==> config.mk <==
export PLATFORM = sky130hd
export DESIGN_NAME = qrs_disc
export DESIGN_NICKNAME = d
export VERILOG_FILES = /design/src/rtl/core/assert_macros.svh /design/src/rtl/core/qrs_pkg.sv /design/src/rtl/core/qrs_disc.sv
export SDC_FILE = /design/constraint.sdc
export NUM_CORES = 2
export LEC_CHECK = 0
export ABC_AREA = 1
export BUFFER_PORTS_ARGS = -buffer_cell sky130_fd_sc_hd__buf_2
export CAP_MARGIN = 10
export CELL_PAD_IN_SITES_DETAIL_PLACEMENT = 1
export CELL_PAD_IN_SITES_GLOBAL_PLACEMENT = 1
export CORE_MARGIN = 5
export CORE_UTILIZATION = 41
export DETAILED_ROUTE_END_ITERATION = 8
export PLACE_DENSITY = 0.82
export SLEW_MARGIN = 20
export SYNTH_ARGS = -nofsm -noshare
export SYNTH_HDL_FRONTEND = slang
export SYNTH_SLANG_ARGS = --single-unit
==> constraint.sdc <==
create_clock -name clk -period 3.9 [get_ports clk]
set_input_delay 1.17 -clock clk [delete_from_list [all_inputs] [get_ports clk]]
set_output_delay 1.17 -clock clk [all_outputs]
set_load 0.02 [all_outputs]
==> src/rtl/core/assert_macros.svh <==
// Assertion helpers shared by the RTL; clk and arst_n must be visible at the use site.
`ifndef ASSERT_MACROS_SVH
`define ASSERT_MACROS_SVH

// Property checked on every rising edge outside reset.
`define ASSERT_AT(lbl, prop, msg) \
	lbl: assert property (@(posedge clk) disable iff (!arst_n) prop) \
		else $error(msg);

// Expression that must never hold outside reset.
`define ASSERT_NEVER(lbl, expr, msg) \
	`ASSERT_AT(lbl, !(expr), msg)

`endif

==> src/rtl/core/qrs_pkg.sv <==
`timescale 1ns / 1ps
`default_nettype none

package qrs_pkg;

	localparam int OUT_W = 48;

	localparam logic [OUT_W-1:0] SAT_HI = {1'b0, {(OUT_W-1){1'b1}}};
	localparam logic [OUT_W-1:0] SAT_LO = {1'b1, {(OUT_W-1){1'b0}}};

	typedef enum logic [1:0] {
		KIND_REAL    = 2'd0,
		KIND_COMPLEX = 2'd1,
		KIND_ZERO_A  = 2'd2
	} root_kind_t;

	typedef struct packed {
		logic cplx;
		logic a_zero;
	} disc_flags_t;

endpackage

`default_nettype wire

==> src/rtl/core/qrs_disc.sv <==
`timescale 1ns / 1ps
`default_nettype none

// Discriminant: products in the first stage, b*b - 4ac and its magnitude in the second.
module qrs_disc #(
	parameter int COEF_WIDTH = 16
) (
	input  wire                            clk,
	input  wire                            arst_n,
	input  wire                            en,
	input  wire                            valid_in,
	input  wire signed [COEF_WIDTH-1:0]    a,
	input  wire signed [COEF_WIDTH-1:0]    b,
	input  wire signed [COEF_WIDTH-1:0]    c,
	output logic                           valid_out,
	output logic [2*COEF_WIDTH:0]          mag,
	output qrs_pkg::disc_flags_t           flags,
	output logic signed [COEF_WIDTH-1:0]   a_out,
	output logic signed [COEF_WIDTH-1:0]   b_out
);
	import qrs_pkg::*;

	localparam int PW = 2*COEF_WIDTH;
	localparam int DW = 2*COEF_WIDTH + 2;
	localparam int MW = 2*COEF_WIDTH + 1;

	logic                         valid_s1;
	logic signed [PW-1:0]         bb_s1;
	logic signed [PW-1:0]         ac_s1;
	logic signed [COEF_WIDTH-1:0] a_s1;
	logic signed [COEF_WIDTH-1:0] b_s1;

	logic                         valid_s2;
	logic [MW-1:0]                mag_s2;
	disc_flags_t                  flags_s2;
	logic signed [COEF_WIDTH-1:0] a_s2;
	logic signed [COEF_WIDTH-1:0] b_s2;

	logic signed [DW-1:0]         disc;

	always_ff @(posedge clk or negedge arst_n) begin
		if (!arst_n) begin
			valid_s1 <= 1'b0;
			valid_s2 <= 1'b0;
		end else if (en) begin
			valid_s1 <= valid_in;
			valid_s2 <= valid_s1;
		end
	end

	always_ff @(posedge clk) begin
		if (en) begin
			bb_s1 <= PW'(b) * PW'(b);
			ac_s1 <= PW'(a) * PW'(c);
			a_s1  <= a;
			b_s1  <= b;
		end
	end

	assign disc = DW'(bb_s1) - (DW'(ac_s1) <<< 2);

	always_ff @(posedge clk) begin
		if (en) begin
			mag_s2          <= MW'(disc[DW-1] ? -disc : disc);
			flags_s2.cplx   <= disc[DW-1];
			flags_s2.a_zero <= (a_s1 == '0);
			a_s2            <= a_s1;
			b_s2            <= b_s1;
		end
	end

	assign valid_out = valid_s2;
	assign mag       = mag_s2;
	assign flags     = flags_s2;
	assign a_out     = a_s2;
	assign b_out     = b_s2;

endmodule

`default_nettype wire

==> metrics <==
per-cell routed wire length=around 30 um; drt total wl=146,000 um; fmax=approximately 150 MHz; final hold vios=0; CTS Buffer Depth=2; synthesized flop and latch total=162; top cell type's share of synthesized area=0.358; number of nets with antenna violations after routing=0; Critical-path top delay cell=fa_1; later-pin clock latency in the skew report=roughly 0.53 ns; Slew Limit Fails=0; most frequent CP cell=fa_1; FF-to-FF setup slack=-0.11 ns; drt pass-1 iters=9; Reg-to-Reg End=mag[26]; Critical Path Fanout Max=6; largest net degree at the start of global routing=between 50 and 60; synth top area cells=fa_1 (36%), edfxtp_1 (17%), inv_1 (13%); sequential area share after synthesis=0.174; Die Ht=between 200 and 300 um; share of layout cells above drive strength 1=0.333; Tot GR Track Use=0.322; final setup vio count=59; largest area contributor in the netlist=fa_1; detailed-route via count=approximately 29,000; R2R depth=17; worst path required time=about 4.2 ns; ant diodes=0; placed cells=about 4,600; antenna violations before repair=2; Die ar.=0.0734 sq mm; cell family with most CP delay=adder cells; CTS tree=yes; RSZ-0062 raised after global routing=true; GR Overflow Total=0; Reg area=0.00485 sq mm; Slew HR=0.526; drt drc=4; vias in the first global route=31,200; HPWL Detailed=around 76,000 um; I/O pins=between 100 and 150; Arrival @ worst endpoint=about 7.2 ns; Layout area overhead=36.4%; Post-Synthesis Cells=roughly 3,300; critical path class=in -> reg; Distinct cells, synth=between 40 and 50; Chip Width=271 um; syn avg cell area=8.35 sq um; most frequent cells in the layout=inv_1 (827), nand2_1 (669), fa_1 (435), buf_4 (377), edfxtp_1 (160); post-placement setup slack=-3.01 ns; port bufs=119; Worst Path Buf+Inv=7; reg2reg start=ac_s1[17]; commonest non-fill, non-tap cell in the layout=inv_1; first-pass GRT wire length=182,000 um; CP endpoint kind=register; vias per inst=~6.0; CP max stage delay=approximately 0.73 ns; row count=95; Initial Util=0.414; worst path cell trace=buf_12, buf_6, buf_6, nand2_4, fa_1, fa_1, inv_1, fa_1, fa_1, inv_1, fa_1, inv_2, ha_4, buf_4, nand2_4, nor4_4, nand3_1, nand3_2, nand3_2, nand2_4, nand4_1, nand2_1, xor2_1; Max-Cap Viols=0; Reg clk slew, reported paths=around 0.070 ns; warning count from the yosys run=0; Tmin final=approximately 6.8 ns; Max Clock Skew=0.0228 ns; core footprint=0.0674 sq mm; fill count=7,662; post-route setup slack=-2.92 ns; actual slew at the worst max-slew pin=0.709 ns; Iter 0 DRT Violations=between 3,000 and 4,000; nets=around 4,700; root buffer cell=clkbuf_16; CTS sink count=162; htree depth=4; Startpoint Class=input port; status=complete, but fails checks; Netlist Area Pre-Place=around 0.028 sq mm; min-delay worst type=in -> async; Final Non-Filler Cells=between 4,000 and 5,000; CTS Buf Count=17; crit share post-route=1.75; Final Wtd Congestion=around 0.9; failing checks=DRC, setup timing; area taken by multi-input logic gates=0.0219 sq mm; post-synth net total=between 4,000 and 5,000
cell families (layout without fill, tap and decap cells):
logic type / Yosys count / count (layout) / synth area share
AOI/OAI and AO/OA: 163 / 163 / 0.0328
xor gates and xnor gates: 113 / 113 / 0.0355
adders and majority gates: 700 / 700 / 0.448
buffers and inverters: 1082 / 1674 / 0.147
DFF: 162 / 162 / 0.174
and+or+nand+nor: 1123 / 1123 / 0.163
synth_stat cells (all sizes together):
cell,instances
inv,989
nand2,815
fa,499
ha,201
edfxtp,160
nor2,156
a21oi,92
clkbuf,87
nand3,84
xor2,67
xnor2,46
o21ai,35
nand4,32
o21bai,11
nor3,10
nor4,10
and2,8
o21a,7
or2,6
a21o,4
buf,4
o211ai,3
a31oi,2
clkinv,2
dfrtp,2
o221ai,2
a211oi,1
a21boi,1
a221oi,1
a22oi,1
a31o,1
and3,1
nand3b,1
o221a,1
o31ai,1
state kept, by name (all words and copies together), names as in the netlist:
| name | count |
|---|---|
| a_out | 16 |
| a_s1 | 16 |
| ac_s1 | 32 |
| b_out | 15 |
| b_s1 | 15 |
| bb_s1 | 31 |
| flags | 2 |
| mag | 33 |
| valid_out | 1 |
| valid_s1 | 1 |
timing repair:
item,CTS,global route
pin swaps,229,210
endpoints found under the setup margin,54,54
buffers inserted,71,74
resized for setup,542,344
gates cloned,3,2
hold buffers,0,0
per-layer routing:
metal / track usage / vias up / part of all wire / wire, um
li1: - / 10900 / - / -
met1: 0.344 / 14200 / 0.32 / 46400
met2: 0.566 / 2523 / 0.46 / 66900
met3: 0.0591 / 1178 / 0.11 / 15400
met4: 0.239 / 2 / 0.12 / 16800
met5: 0 / - / 0.00027 / 40
worst max-delay path by stage:
stage	start	to	slack, ns	cells past startpoint
finish	b[2]	bb_s1[30]	-2.92	23
global route	b[2]	bb_s1[30]	-2.83	23
CTS	c[15]	ac_s1[30]	-2.11	20
detailed placement	a[15]	ac_s1[28]	-3.01	22
global placement	a[15]	ac_s1[28]	-2.68	20
floorplan	b[3]	bb_s1[30]	-2.38	22
stage by stage:
step,TNS [ns],hold WS [ns],area [sq um],utilization
3_5_place_dp,-128.95,0.407,33300,0.495
6_report,-114.35,0.422,38100,0.565
5_1_grt,-113.89,0.426,38100,0.565
3_3_place_gp,-116.41,0.402,33300,0.495
2_1_floorplan,-92.92,0.400,29600,-
4_1_cts,-86.09,0.420,36300,0.538
worst reg2reg max path: cells and delay by family (launching register included):
family,cells,cell delay (ns)
adder cells (fa/ha/maj),1,0.53
AND/OR/NAND/NOR,14,2.63
buffers and inverters,2,0.20
flip-flops,1,0.40
cell type report:
type / instances / area share
timing repair buffer: 652 / 0.156
sequential: 162 / 0.128
clock buffer: 17 / 0.0112
tap: 873 / 0.0287
inverter: 991 / 0.0993
multi-input combinational: 2099 / 0.574
clock inverter: 14 / 0.00345
Power is left out: the tool's default activity adds up to more than one toggle a clock period on the data nets, which glitch-free logic cannot reach.
